**src/hdl/rsse_pkg.sv**
```systemverilog
// Shared types and constants for the session sequence engine.
`default_nettype none
package rsse_pkg;
    localparam logic [3:0] OP_DATA     = 4'd0;
    localparam logic [3:0] OP_FRAG     = 4'd1;
    localparam logic [3:0] OP_ACK      = 4'd2;
    localparam logic [3:0] OP_OOACK    = 4'd3;
    localparam logic [3:0] OP_REQ      = 4'd4;
    localparam logic [3:0] OP_RESP     = 4'd5;
    localparam logic [3:0] OP_DISC     = 4'd6;
    localparam logic [3:0] OP_ASSIGN   = 4'd7;
    localparam logic [3:0] OP_POLL     = 4'd8;
    localparam logic [3:0] OP_NONE     = 4'd15;

    localparam logic [3:0] ACT_IGNORED    = 4'd0;
    localparam logic [3:0] ACT_DELIVER    = 4'd1;
    localparam logic [3:0] ACT_DELIVER_C  = 4'd2;
    localparam logic [3:0] ACT_OOACK      = 4'd3;
    localparam logic [3:0] ACT_DUP        = 4'd4;
    localparam logic [3:0] ACT_FRAG_STORE = 4'd5;
    localparam logic [3:0] ACT_FRAG_DONE  = 4'd6;
    localparam logic [3:0] ACT_FRAG_DONEC = 4'd7;
    localparam logic [3:0] ACT_RELEASE    = 4'd8;
    localparam logic [3:0] ACT_RESPONSE   = 4'd9;
    localparam logic [3:0] ACT_DISCONNECT = 4'd10;
    localparam logic [3:0] ACT_SEND_ACK   = 4'd11;
    localparam logic [3:0] ACT_ASSIGNED   = 4'd12;
    localparam logic [3:0] ACT_OVERRUN    = 4'd13;
    localparam logic [3:0] ACT_CLOSED     = 4'd14;

    localparam logic [1:0] LINK_CLOSED      = 2'd0;
    localparam logic [1:0] LINK_ESTABLISHED = 2'd1;
    localparam logic [1:0] LINK_CLOSING     = 2'd2;

    localparam logic [31:0] FIXED_KEY      = 32'h1122_3344;
    localparam logic [15:0] DEFAULT_WINDOW = 16'd2048;
    localparam int CMD_W = 4 + 16 + 16 + 32 + 1 + 32 + 32 + 2;
    localparam int RES_W = 4 + 16 + 32 + 32 + 32 + 2 + 1 + 1;

    typedef struct packed {
        logic [3:0]  opcode;
        logic [15:0] seq;
        logic [15:0] payload_length;
        logic [31:0] total_length;
        logic        combined;
        logic [31:0] session_in;
        logic [31:0] key_in;
        logic [1:0]  format_flags;
    } cmd_t;

    typedef struct packed {
        logic [3:0]  action;
        logic [15:0] out_seq;
        logic [31:0] session_out;
        logic [31:0] key_out;
        logic [31:0] reassembled_length;
        logic [1:0]  link_state;
        logic        compressed_flag;
        logic        encoded_flag;
    } res_t;

    // 0 current, 1 future, 2 past
    function automatic logic [1:0] seq_class(input logic [15:0] ref_seq,
                                             input logic [15:0] s,
                                             input logic [15:0] win);
        logic [16:0] hi;
        logic        fut;
        hi  = {1'b0, ref_seq} + {1'b0, win};
        fut = ((s > ref_seq) && ({1'b0, s} < hi)) ||
              ((ref_seq >= win) && (s < (ref_seq - win)));
        if (s == ref_seq)
            seq_class = 2'd0;
        else if (fut)
            seq_class = 2'd1;
        else
            seq_class = 2'd2;
    endfunction
endpackage
`default_nettype wire

```
**src/hdl/rsse_fifo.sv**
```systemverilog
// Small register queue between the front and back parts, and for results.
`default_nettype none
module rsse_fifo #(
    parameter int WIDTH = 8,
    parameter int DEPTH = 2
) (
    input  wire logic             clk,
    input  wire logic             rst_n,
    input  wire logic             wr_en,
    input  wire logic [WIDTH-1:0] wr_data,
    output logic                  full,
    input  wire logic             rd_en,
    output logic [WIDTH-1:0]      rd_data,
    output logic                  empty
);
    localparam int AW = (DEPTH > 1) ? $clog2(DEPTH) : 1;
    localparam int CW = $clog2(DEPTH + 1);

    logic [WIDTH-1:0] mem_reg [DEPTH];
    logic [AW-1:0]    wp_reg, rp_reg;
    logic [CW-1:0]    cnt_reg;
    logic             do_wr, do_rd;

    assign full    = (cnt_reg == CW'(DEPTH));
    assign empty   = (cnt_reg == '0);
    assign do_wr   = wr_en && !full;
    assign do_rd   = rd_en && !empty;
    assign rd_data = mem_reg[rp_reg];

    always_ff @(posedge clk)
    begin
        if (do_wr)
            mem_reg[wp_reg] <= wr_data;
    end

    always_ff @(posedge clk or negedge rst_n)
    begin
        if (!rst_n)
        begin
            wp_reg  <= '0;
            rp_reg  <= '0;
            cnt_reg <= '0;
        end
        else
        begin
            if (do_wr)
                wp_reg <= (wp_reg == AW'(DEPTH - 1)) ? '0 : wp_reg + 1'b1;
            if (do_rd)
                rp_reg <= (rp_reg == AW'(DEPTH - 1)) ? '0 : rp_reg + 1'b1;
            cnt_reg <= cnt_reg + CW'(do_wr) - CW'(do_rd);
        end
    end
endmodule
`default_nettype wire

```
**src/hdl/rsse_front.sv**
```systemverilog
// Front part: takes the transaction and folds unknown opcodes to no-op.
`default_nettype none
module rsse_front
    import rsse_pkg::*;
(
    input  wire logic        in_valid,
    input  wire cmd_t        in_cmd,
    input  wire logic        q_full,
    output logic             q_wr,
    output cmd_t             q_cmd
);
    assign q_wr = in_valid && !q_full;

    always_comb
    begin
        q_cmd = in_cmd;
        if (in_cmd.opcode > OP_POLL)
            q_cmd.opcode = OP_NONE;
    end
endmodule
`default_nettype wire

```
**src/hdl/rsse_back.sv**
```systemverilog
// Back part: session state, sequence classing, fragment reassembly.
`default_nettype none
module rsse_back
    import rsse_pkg::*;
(
    input  wire logic        clk,
    input  wire logic        rst_n,
    input  wire logic        cfg_we,
    input  wire logic [15:0] cfg_wdata,
    input  wire logic        q_empty,
    input  wire cmd_t        q_cmd,
    output logic             q_rd,
    input  wire logic        r_full,
    output logic             r_wr,
    output res_t             r_res
);
    logic [15:0] win_reg;
    logic [1:0]  conn_reg, conn_next;
    logic [31:0] sid_reg, sid_next, key_reg, key_next;
    logic [15:0] exp_reg, exp_next, nos_reg, nos_next;
    logic [16:0] ats_reg, ats_next, las_reg, las_next;
    logic [16:0] mas_reg, mas_next, lss_reg, lss_next;
    logic        fa_reg, fa_next;
    logic [31:0] ft_reg, ft_next, fo_reg, fo_next;
    logic [1:0]  mf_reg, mf_next;
    logic [32:0] sum;
    logic [1:0]  c;
    logic        do_op;
    logic        sess_zero;
    logic [3:0]  op_eff;

    assign sess_zero = (sid_reg == '0);
    assign do_op     = !q_empty && !r_full;
    assign q_rd      = do_op;
    assign r_wr      = do_op;
    assign sum       = {1'b0, fo_reg} + {17'd0, q_cmd.payload_length};
    assign c         = seq_class(exp_reg, q_cmd.seq, win_reg);
    // session-bound opcodes are dropped while no session id is set
    assign op_eff    = (((q_cmd.opcode <= OP_OOACK) || (q_cmd.opcode == OP_DISC)) &&
                        sess_zero) ? OP_NONE : q_cmd.opcode;

    always_comb
    begin
        conn_next = conn_reg; sid_next = sid_reg; key_next = key_reg;
        exp_next = exp_reg; nos_next = nos_reg; ats_next = ats_reg;
        las_next = las_reg; mas_next = mas_reg; lss_next = lss_reg;
        fa_next = fa_reg; ft_next = ft_reg; fo_next = fo_reg; mf_next = mf_reg;
        r_res = '0;
        case (op_eff)
            OP_DATA, OP_FRAG:
            begin
                if (c == 2'd1)
                begin
                    r_res.action  = ACT_OOACK;
                    r_res.out_seq = q_cmd.seq;
                end
                else if (c == 2'd2)
                    r_res.action = ACT_DUP;
                else
                begin
                    ats_next = {1'b0, q_cmd.seq};
                    exp_next = exp_reg + 1'b1;
                    if (op_eff == OP_DATA)
                        r_res.action = q_cmd.combined ? ACT_DELIVER_C : ACT_DELIVER;
                    else if (fa_reg)
                    begin
                        if (sum > {1'b0, ft_reg})
                        begin
                            r_res.action = ACT_OVERRUN;
                            fa_next = 1'b0; fo_next = '0;
                        end
                        else if (sum == {1'b0, ft_reg})
                        begin
                            r_res.action = q_cmd.combined ? ACT_FRAG_DONEC : ACT_FRAG_DONE;
                            r_res.reassembled_length = ft_reg;
                            fa_next = 1'b0; fo_next = '0;
                        end
                        else
                        begin
                            r_res.action = ACT_FRAG_STORE;
                            fo_next = sum[31:0];
                        end
                    end
                    else
                    begin
                        ft_next = q_cmd.total_length;
                        if ({16'd0, q_cmd.payload_length} > q_cmd.total_length)
                        begin
                            r_res.action = ACT_OVERRUN;
                            fo_next = '0;
                        end
                        else
                        begin
                            r_res.action = ACT_FRAG_STORE;
                            fa_next = 1'b1;
                            fo_next = {16'd0, q_cmd.payload_length};
                        end
                    end
                end
            end
            OP_ACK:
            begin
                mas_next = {1'b0, q_cmd.seq};
                if ($signed({1'b0, q_cmd.seq}) > $signed(lss_reg))
                    lss_next = {1'b0, q_cmd.seq};
                r_res.action  = ACT_RELEASE;
                r_res.out_seq = q_cmd.seq;
            end
            OP_OOACK:
            begin
                if ((seq_class(mas_reg[15:0], q_cmd.seq, win_reg) == 2'd1) &&
                    (seq_class(nos_reg, q_cmd.seq, win_reg) == 2'd2))
                    lss_next = mas_reg;
            end
            OP_REQ, OP_RESP:
            begin
                if ((op_eff == OP_REQ) && (conn_reg == LINK_ESTABLISHED))
                begin
                    conn_next = LINK_CLOSING;
                    r_res.action = ACT_DISCONNECT;
                end
                else
                begin
                    exp_next = '0; nos_next = '0;
                    ats_next = '1; las_next = '1; mas_next = '1; lss_next = '1;
                    fa_next = 1'b0; ft_next = '0; fo_next = '0;
                    sid_next = q_cmd.session_in;
                    conn_next = LINK_ESTABLISHED;
                    if (op_eff == OP_REQ)
                    begin
                        key_next = FIXED_KEY;
                        r_res.action = ACT_RESPONSE;
                    end
                    else
                    begin
                        key_next = q_cmd.key_in;
                        mf_next = q_cmd.format_flags;
                    end
                end
            end
            OP_DISC:
            begin
                conn_next = LINK_CLOSED;
                r_res.action = ACT_CLOSED;
            end
            OP_ASSIGN:
            begin
                r_res.out_seq = nos_reg;
                nos_next = nos_reg + 1'b1;
                r_res.action = ACT_ASSIGNED;
            end
            OP_POLL:
            begin
                if ($signed(ats_reg) > $signed(las_reg))
                begin
                    las_next = ats_reg;
                    r_res.action = ACT_SEND_ACK;
                    r_res.out_seq = ats_reg[15:0];
                end
            end
            default: ;
        endcase
        r_res.session_out     = sid_next;
        r_res.key_out         = key_next;
        r_res.link_state      = conn_next;
        r_res.compressed_flag = mf_next[0];
        r_res.encoded_flag    = mf_next[1];
    end

    always_ff @(posedge clk or negedge rst_n)
    begin
        if (!rst_n)
        begin
            win_reg <= DEFAULT_WINDOW;
            conn_reg <= LINK_CLOSED; sid_reg <= '0; key_reg <= '0;
            exp_reg <= '0; nos_reg <= '0;
            ats_reg <= '1; las_reg <= '1; mas_reg <= '1; lss_reg <= '1;
            fa_reg <= 1'b0; ft_reg <= '0; fo_reg <= '0; mf_reg <= '0;
        end
        else
        begin
            if (cfg_we)
                win_reg <= cfg_wdata;
            if (do_op)
            begin
                conn_reg <= conn_next; sid_reg <= sid_next; key_reg <= key_next;
                exp_reg <= exp_next; nos_reg <= nos_next;
                ats_reg <= ats_next; las_reg <= las_next;
                mas_reg <= mas_next; lss_reg <= lss_next;
                fa_reg <= fa_next; ft_reg <= ft_next; fo_reg <= fo_next;
                mf_reg <= mf_next;
            end
        end
    end
endmodule
`default_nettype wire

```
**src/hdl/reliable_session_sequence_engine_top.sv**
```systemverilog
// Top level of the session sequence engine.
// Path: push enters the command queue; the back part writes its result
// to the result queue. Throughput: one transaction per cycle while pop
// keeps up; the queues let the front and back parts stall on their own.
// Reset: rst_n asynchronous; state clears, window returns to 2048.
`default_nettype none
module reliable_session_sequence_engine_top
    import rsse_pkg::*;
#(
    parameter int QDEPTH = 2
) (
    input  wire logic        clk,
    input  wire logic        rst_n,
    input  wire logic        push,
    output logic             full,
    input  wire logic [3:0]  opcode,
    input  wire logic [15:0] seq,
    input  wire logic [15:0] payload_length,
    input  wire logic [31:0] total_length,
    input  wire logic        payload_is_combined,
    input  wire logic [31:0] session_in,
    input  wire logic [31:0] key_in,
    input  wire logic [1:0]  format_flags,
    input  wire logic        cfg_we,
    input  wire logic [15:0] cfg_wdata,
    output logic             empty,
    input  wire logic        pop,
    output logic [3:0]       action,
    output logic [15:0]      out_seq,
    output logic [31:0]      session_out,
    output logic [31:0]      key_out,
    output logic [31:0]      reassembled_length,
    output logic [1:0]       link_state,
    output logic             compressed_flag,
    output logic             encoded_flag
);
    cmd_t in_cmd, q_in, q_out;
    res_t r_in, r_out;
    logic q_full, q_empty, q_wr, q_rd, r_full, r_wr;

    assign in_cmd = '{opcode, seq, payload_length, total_length,
                      payload_is_combined, session_in, key_in, format_flags};
    assign full = q_full;

    rsse_front u_front (
        .in_valid(push), .in_cmd, .q_full, .q_wr, .q_cmd(q_in)
    );

    rsse_fifo #(.WIDTH(CMD_W), .DEPTH(QDEPTH)) u_cq (
        .clk, .rst_n, .wr_en(q_wr), .wr_data(q_in), .full(q_full),
        .rd_en(q_rd), .rd_data(q_out), .empty(q_empty)
    );

    rsse_back u_back (
        .clk, .rst_n, .cfg_we, .cfg_wdata, .q_empty, .q_cmd(q_out), .q_rd,
        .r_full, .r_wr, .r_res(r_in)
    );

    rsse_fifo #(.WIDTH(RES_W), .DEPTH(QDEPTH)) u_rq (
        .clk, .rst_n, .wr_en(r_wr), .wr_data(r_in), .full(r_full),
        .rd_en(pop), .rd_data(r_out), .empty
    );

    assign action             = r_out.action;
    assign out_seq            = r_out.out_seq;
    assign session_out        = r_out.session_out;
    assign key_out            = r_out.key_out;
    assign reassembled_length = r_out.reassembled_length;
    assign link_state         = r_out.link_state;
    assign compressed_flag    = r_out.compressed_flag;
    assign encoded_flag       = r_out.encoded_flag;

    a_front_ops: assert property (@(posedge clk) disable iff (!rst_n)
        q_wr |-> (q_in.opcode <= OP_POLL || q_in.opcode == OP_NONE))
        else $error("unknown opcode passed the front");
    a_done_len: assert property (@(posedge clk) disable iff (!rst_n)
        (r_wr && r_in.action != ACT_FRAG_DONE && r_in.action != ACT_FRAG_DONEC)
        |-> (r_in.reassembled_length == '0))
        else $error("length on non-completion result");
    a_no_session: assert property (@(posedge clk) disable iff (!rst_n)
        (r_wr && r_in.session_out == '0) |-> (r_in.action == ACT_IGNORED ||
         r_in.action == ACT_RESPONSE || r_in.action == ACT_ASSIGNED ||
         r_in.action == ACT_SEND_ACK || r_in.action == ACT_DISCONNECT))
        else $error("session action without session");
endmodule
`default_nettype wire
```
**config.mk**
```make
export PLATFORM = sky130hd
export DESIGN_NAME = reliable_session_sequence_engine_top
export DESIGN_NICKNAME = d
export VERILOG_FILES = /design/src/hdl/rsse_pkg.sv /design/src/hdl/rsse_fifo.sv /design/src/hdl/rsse_front.sv /design/src/hdl/rsse_back.sv /design/src/hdl/reliable_session_sequence_engine_top.sv
export SDC_FILE = /design/constraint.sdc
export NUM_CORES = 1
export LEC_CHECK = 0
export BUFFER_PORTS_ARGS = -buffer_cell sky130_fd_sc_hd__buf_2
export CAP_MARGIN = 40
export CORE_MARGIN = 5
export CORE_UTILIZATION = 54
export DETAILED_ROUTE_END_ITERATION = 8
export PLACE_DENSITY_LB_ADDON = 0.12
export SYNTH_ARGS = -nofsm -noshare
export SYNTH_HDL_FRONTEND = slang
export SYNTH_SLANG_ARGS = --single-unit
```
**constraint.sdc**
```tcl
create_clock -name clk -period 7.2 [get_ports clk]
set_clock_uncertainty 0.15 [all_clocks]
set_input_delay 0 -clock clk [delete_from_list [all_inputs] [get_ports clk]]
set_output_delay 0 -clock clk [all_outputs]
set_load 0.01 [all_outputs]
```
==> results.py, run 1 <==
metrics = {
    "sta": {
        "finalCriticalPeriod_ns": 6.247,
        "fmax_mhz": 160.1,
        "drv_slew": 0,
        "slew_headroom": 0.3628,
        "tns_ns": 0,
        "hold_viol": 0,
        "rsz0062_at_grt": "no",
        "fin_crit_sh": 0.8676,
        "setup_viol": 0,
        "worstMarginPinSlew_ns": 0.9558,
    },
    "finish": {
        "layout.nets": 3615,
        "seq_area_um2": 20950,
        "drive_gt1_frac": 0.1934,
        "final_util": 0.6769,
        "fin_cells": 4203,
        "largest_register_ffs": 270,
        "layout_commonest_cell": "edfxtp_1",
        "multiInputGateArea_um2": 12440,
        "synthToLayoutAreaGrowth_pct": 24.32,
        "fillers": 4533,
        "layout_common_cells": "edfxtp_1 (510), dlygate4sd3_1 (323), buf_2 (278)",
    },
    "grt": {
        "gr-usage-met1": 0.3401,
        "grt_max_degree": 133,
        "gr-max-usage-layer": "met2",
        "grt_pass1_vias": 24320,
        "met3_usage": 0.04103,
        "use_met2": 0.4080,
        "grt-ovfl-total": 0,
        "grtUsageTotal": 0.2473,
        "antenna_found_initial": 2,
        "grt_pass1_wl_mm": 133.1,
    },
    "status": {
        "run_status": "completed",
    },
    "critical_path": {
        "worstPathCellList": "mux2i_1 -> inv_1 -> ha_1 -> inv_1 -> fa_1 -> nor2b_1 -> o31a_1 -> o21ai_0 -> o21ai_0 -> a2111oi_0 -> a41o_1 -> or3_1 -> ha_1 -> nand4_1 -> nor3_1 -> and3_1 -> nor4_1 -> nand4_2 -> o211ai_1 -> o21a_1",
        "cp.required_ns": 7.60,
        "endpoint": "u_back.fo_reg[23]",
        "r2r.worst_path.cells": 20,
        "worst_path_largest_cell_delay_ns": 0.76,
        "worst_path_max_delay_cell": "dfrtp_4",
        "rrSetupSlack_ns": 0.95,
        "criticalPathCategory": "reg -> reg",
        "cp-end-kind": "flop",
        "timing.rr.end": "u_back.fo_reg[23]",
        "cp_data_arrival_time_ns": 6.65,
        "critPathLaunch": "u_cq.rp_reg",
        "reg2reg_from": "u_cq.rp_reg",
        "start_kind": "flop",
        "crit_path_max_fanout": 33,
    },
    "route": {
        "ant_nets": 0,
        "first_iter_violations": 1642,
        "dr.pass1.iters": 6,
        "wire_per_inst_um": 20.33,
        "wirelength_mm": 85.47,
        "drc_errors": 0,
        "via_per_inst": 5.594,
        "vias": 23510,
    },
    "die": {
        "dieArea_um2": 68620,
        "row_count": 92,
        "ioPinCount": 278,
        "initial_core_util": 0.5445,
        "die_h_um": 262.0,
        "dieWidth_um": 262.0,
        "placeableCoreArea_um2": 62970,
    },
    "power": {
        "powerDensity_nw_per_um2": 434.2,
        "irDropWorstVdd_mv": 0.2469,
        "p_leak_uw": 0.01785,
    },
    "yosys": {
        "ys_ff_latch": 733,
        "synth_edf_count": 510,
        "seq_area_frac_synth": 0.6108,
        "post_synth_num_cell_types": 76,
        "synth.avg_cell_area_um2": 12.73,
        "synth_area_um2": 34280,
        "synth.net_count": 3016,
        "synthArstFlopShare": 0.3042,
        "ys.flop_type": "edfxtp_1",
        "netlist_instances": 2692,
        "yosysWarnings": 0,
    },
    "cts": {
        "clk_pin_slew_ns": 0.06,
        "clk_path_buf_depth": 3,
        "htreeDepth": 3,
        "cts_buffers": 77,
        "clock_latency_ns": 0.62,
        "cts_tree": "built",
        "cts.sinks": 733,
        "clock-root-buffer": "clkbuf_16",
    },
    "place": {
        "gp_congestion": 0.8689,
        "portBuffers": 277,
        "dp.cells": 3734,
        "dpl.hpwl_mm": 55.30,
    },
    "worst_hold_path": {
        "holdCritPathClass": "in -> reg",
    },
    "job": {
        "maxCapViolations": 0,
    },
}
==> how the worst min path moves through the flow <==
stage,from,to,cells after the start
final,key_in[30],u_cq.mem_reg[0][32],2
after global routing,session_in[23],u_cq.mem_reg[1][57],2
after CTS,session_in[23],u_cq.mem_reg[1][57],2
after detailed placement,rst_n,u_back.win_reg[10],1
after global placement,rst_n,u_back.win_reg[10],1
after floorplan,rst_n,u_back.conn_reg[0],0
==> where the power goes <==
part	internal (uW)	switching (uW)
logic	2830	4400
registers	6470	648
clock network	2480	1670
==> per-layer routing <==
metal,routed length (um),vias up
li1,-,11110
met1,37380,11600
met2,40610,653
met3,5081,143
met4,2375,2
met5,12,-
==> final cells by class <==
type / count / share of cell area
Multi-Input combinational cell: 1717 / 0.2918
Inverter: 131 / 0.01154
Clock buffer: 107 / 0.05164
Antenna cell: 1 / 0.00005871
Tap cell: 846 / 0.02484
Sequential cell: 733 / 0.4915
Timing Repair Buffer: 631 / 0.1174
Clock inverter: 37 / 0.01124
==> cells by family after synthesis <==
kind of cell	Yosys count	synth area share
AND/OR/NAND/NOR	686	0.09187
multiplexers	286	0.08927
AO/OA/AOI/OAI	493	0.09705
buffers and inverters	242	0.02759
adder cells (fa/ha/maj)	168	0.06197
flip-flops	733	0.6108
XOR/XNOR	84	0.02146
==> stage by stage <==
stage	area (um^2)	hold WS, ns	power, uW	worst slack, ns
after detailed placement	36680	-0.06514	14260	1.105
final	42620	0.02172	18500	0.9533
after global routing	42620	0.01645	19640	0.5679
after global placement	36530	-0.08100	13960	1.270
after CTS	42620	0.003497	18600	1.059
after floorplan	34280	-0.4456	11880	0.2303
==> critical path: cells and delay by family, from the launching register on <==
family                     cells  cell delay (ns)
buffers and inverters          2             0.17
and+or+nand+nor                7             2.11
muxes                          1             0.22
AOI/OAI and AO/OA              7             1.84
adders and majority gates      3             0.92
DFF                            1             0.76
==> what timing repair did <==
item / CTS / global route
gates resized for setup: 0 / 0
hold endpoints to repair: 470 / 0
hold buffers: 324 / 0
buffers inserted: 0 / 0
==> synth_stat cells, types with 19 or more instances <==
cell type | count | area (um^2)
a21o_1 | 66 | 495.5
edfxtp_1 | 510 | 15310
a211oi_1 | 19 | 142.6
mux2_2 | 158 | 1779
and2_1 | 39 | 244.0
xnor2_1 | 51 | 446.7
a22o_1 | 38 | 332.8
nand4_1 | 32 | 200.2
nor3_1 | 41 | 205.2
nor2b_1 | 21 | 131.4
mux2i_1 | 128 | 1281
o21ai_0 | 132 | 660.6
dfrtp_1 | 188 | 4705
nand3_1 | 41 | 205.2
inv_1 | 130 | 488.0
nand2_1 | 261 | 979.7
clkbuf_1 | 75 | 281.5
nor2_1 | 172 | 645.6
dfstp_2 | 35 | 919.6
xor2_1 | 33 | 289.0
o31ai_1 | 35 | 262.8
nor4_1 | 22 | 137.6
a21oi_1 | 76 | 380.4
ha_1 | 165 | 2064
o21a_1 | 24 | 180.2
No activity file was read; power rests on OpenSTA's default activity.
==> inputs of run 2 (changes only) <==
--- a/config.mk
+++ b/config.mk
@@ -5,12 +5,15 @@
 export SDC_FILE = /design/constraint.sdc
 export NUM_CORES = 1
 export LEC_CHECK = 0
+export ABC_CLOCK_PERIOD_IN_PS = 7200
 export BUFFER_PORTS_ARGS = -buffer_cell sky130_fd_sc_hd__buf_2
 export CAP_MARGIN = 40
 export CORE_MARGIN = 5
 export CORE_UTILIZATION = 54
 export DETAILED_ROUTE_END_ITERATION = 8
+export GPL_TIMING_DRIVEN = 1
 export PLACE_DENSITY_LB_ADDON = 0.12
+export RECOVER_POWER = 25
 export SYNTH_ARGS = -nofsm -noshare
 export SYNTH_HDL_FRONTEND = slang
 export SYNTH_SLANG_ARGS = --single-unit
==> results.py, run 2 (synthesized netlist as in run 1, its figures left out) <==
metrics = {
    "status": {
        "run_status": "finished with violations",
        "violations": "max-capacitance violations, max-slew violations",
    },
    "power": {
        "powerDensity_nw_per_um2": 434.7,
        "p_leak_uw": 0.01780,
        "irDropWorstVdd_mv": 0.2466,
    },
    "route": {
        "drc_errors": 0,
        "vias": 23570,
        "via_per_inst": 5.607,
        "ant_nets": 0,
        "wire_per_inst_um": 20.33,
        "dr.pass1.iters": 6,
        "wirelength_mm": 85.45,
        "first_iter_violations": 1624,
    },
    "critical_path": {
        "criticalPathCategory": "reg -> reg",
        "cp.required_ns": 7.60,
        "cp-end-kind": "flop",
        "start_kind": "flop",
        "cp_data_arrival_time_ns": 6.67,
        "crit_path_max_fanout": 33,
    },
    "finish": {
        "layout_commonest_cell": "edfxtp_1",
        "layout_common_cells": "edfxtp_1 (510), dlygate4sd3_1 (323), buf_2 (266)",
        "largest_register_ffs": 270,
        "fillers": 4544,
        "drive_gt1_frac": 0.1895,
        "seq_area_um2": 20950,
        "fin_cells": 4204,
        "multiInputGateArea_um2": 12440,
        "layout.nets": 3615,
        "synthToLayoutAreaGrowth_pct": 24.21,
    },
    "cts": {
        "cts_buffers": 77,
        "cts_tree": "built",
        "clk_path_buf_depth": 3,
        "cts.sinks": 733,
        "htreeDepth": 3,
        "clock-root-buffer": "clkbuf_16",
        "clk_pin_slew_ns": 0.06,
        "clock_latency_ns": 0.63,
        "cts_resized": 0,
    },
    "sta": {
        "drv_slew": 133,
        "tns_ns": 0,
        "hold_viol": 0,
        "worstMarginPinSlew_ns": 3.554,
        "fmax_mhz": 159.6,
        "finalCriticalPeriod_ns": 6.267,
        "rsz0062_at_grt": "no",
        "setup_viol": 0,
        "slew_headroom": -1.369,
        "fin_crit_sh": 0.8704,
    },
    "die": {
        "row_count": 92,
        "ioPinCount": 278,
        "initial_core_util": 0.5445,
        "dieWidth_um": 262.0,
        "die_h_um": 262.0,
        "placeableCoreArea_um2": 62970,
        "dieArea_um2": 68620,
    },
    "place": {
        "gp_congestion": 0.8689,
        "portBuffers": 277,
        "dpl.hpwl_mm": 55.30,
        "dp.cells": 3734,
    },
    "grt": {
        "antenna_found_initial": 2,
        "grt_pass1_vias": 24320,
        "grt_max_degree": 133,
        "grt_pass1_wl_mm": 133.1,
        "grtUsageTotal": 0.2473,
        "grt-ovfl-total": 0,
    },
    "worst_hold_path": {
        "holdCritPathClass": "in -> reg",
    },
    "job": {
        "maxCapViolations": 1,
    },
}
[run 2: worst max-delay path, stage by stage (launching register included)]
cell       delay, ns
dfrtp_4         0.75
mux2i_1         0.22
inv_1           0.10
ha_1            0.19
inv_1           0.07
fa_1            0.40
nor2b_1         0.18
o31a_1          0.22
o21ai_0         0.11
o21ai_0         0.49
a2111oi_0       0.21
a41o_1          0.25
or3_1           0.37
ha_1            0.33
nand4_1         0.16
nor3_1          0.10
and3_1          0.27
nor4_1          0.46
nand4_2         0.60
o211ai_1        0.41
o21a_1          0.16
[run 2: routing by layer]
| metal | GRT usage | up-vias | part of all wire |
|---|---|---|---|
| met1 | 0.3401 | 11680 | 0.44 |
| li1 | - | 11110 | - |
| met3 | 0.04103 | 144 | 0.059 |
| met5 | 0 | - | 0.00014 |
| met2 | 0.4080 | 635 | 0.48 |
| met4 | 0.07857 | 2 | 0.028 |
[run 2: report_power, final]
| group | switching [uW] | total [uW] | internal, uW |
|---|---|---|---|
| Clock | 1670 | 4150 | 2480 |
| Combinational | 4410 | 7240 | 2830 |
| Sequential | 647 | 7120 | 6470 |
| Total | 6730 | 18500 | 11800 |
[run 2: per-stage QoR]
stage	setup slack [ns]	power, uW	utilization	area [um^2]	hold WS [ns]
floorplan	0.2303	11880	-	34280	-0.4456
global placement	1.270	13960	0.5802	36530	-0.08100
detailed placement	1.105	14260	0.5825	36680	-0.06514
CTS	1.059	18600	0.6768	42620	0.003497
global route	0.5679	19640	0.6762	42580	0.01645
finish	0.9330	18510	0.6763	42580	0.03282
[run 2: worst paths after layout]
check,startpoint,endpoint,slack [ns],cells after the start
min in group asynchronous,rst_n,u_back.win_reg[11],0.42,3
setup / recovery,u_cq.rp_reg,u_back.fo_reg[23],0.93,20
hold / removal,session_in[23],u_cq.mem_reg[1][57],0.03,2
hold reg to reg,u_back.las_reg[0],u_back.las_reg[0],0.32,2
max in group asynchronous,rst_n,u_rq.rp_reg,2.48,4
setup reg to reg,u_cq.rp_reg,u_back.fo_reg[23],0.93,20
[run 2: layout make-up]
| cell class | count | share of cell area |
|---|---|---|
| clock inverters | 37 | 0.01125 |
| well taps | 846 | 0.02486 |
| clock buffers | 107 | 0.05169 |
| inverters | 131 | 0.01155 |
| flip-flops and latches | 733 | 0.4919 |
| repair buffers | 631 | 0.1165 |
| multi-input cells | 1717 | 0.2921 |
| diodes | 2 | 0.0001175 |
[run 2: repair_timing]
action / 4_1_cts / 5_1_grt
setup buffers: 0 / 0
endpoints found under the hold margin: 470 / 0
hold buffers: 324 / 0
endpoints found under the setup margin: 0 / 0
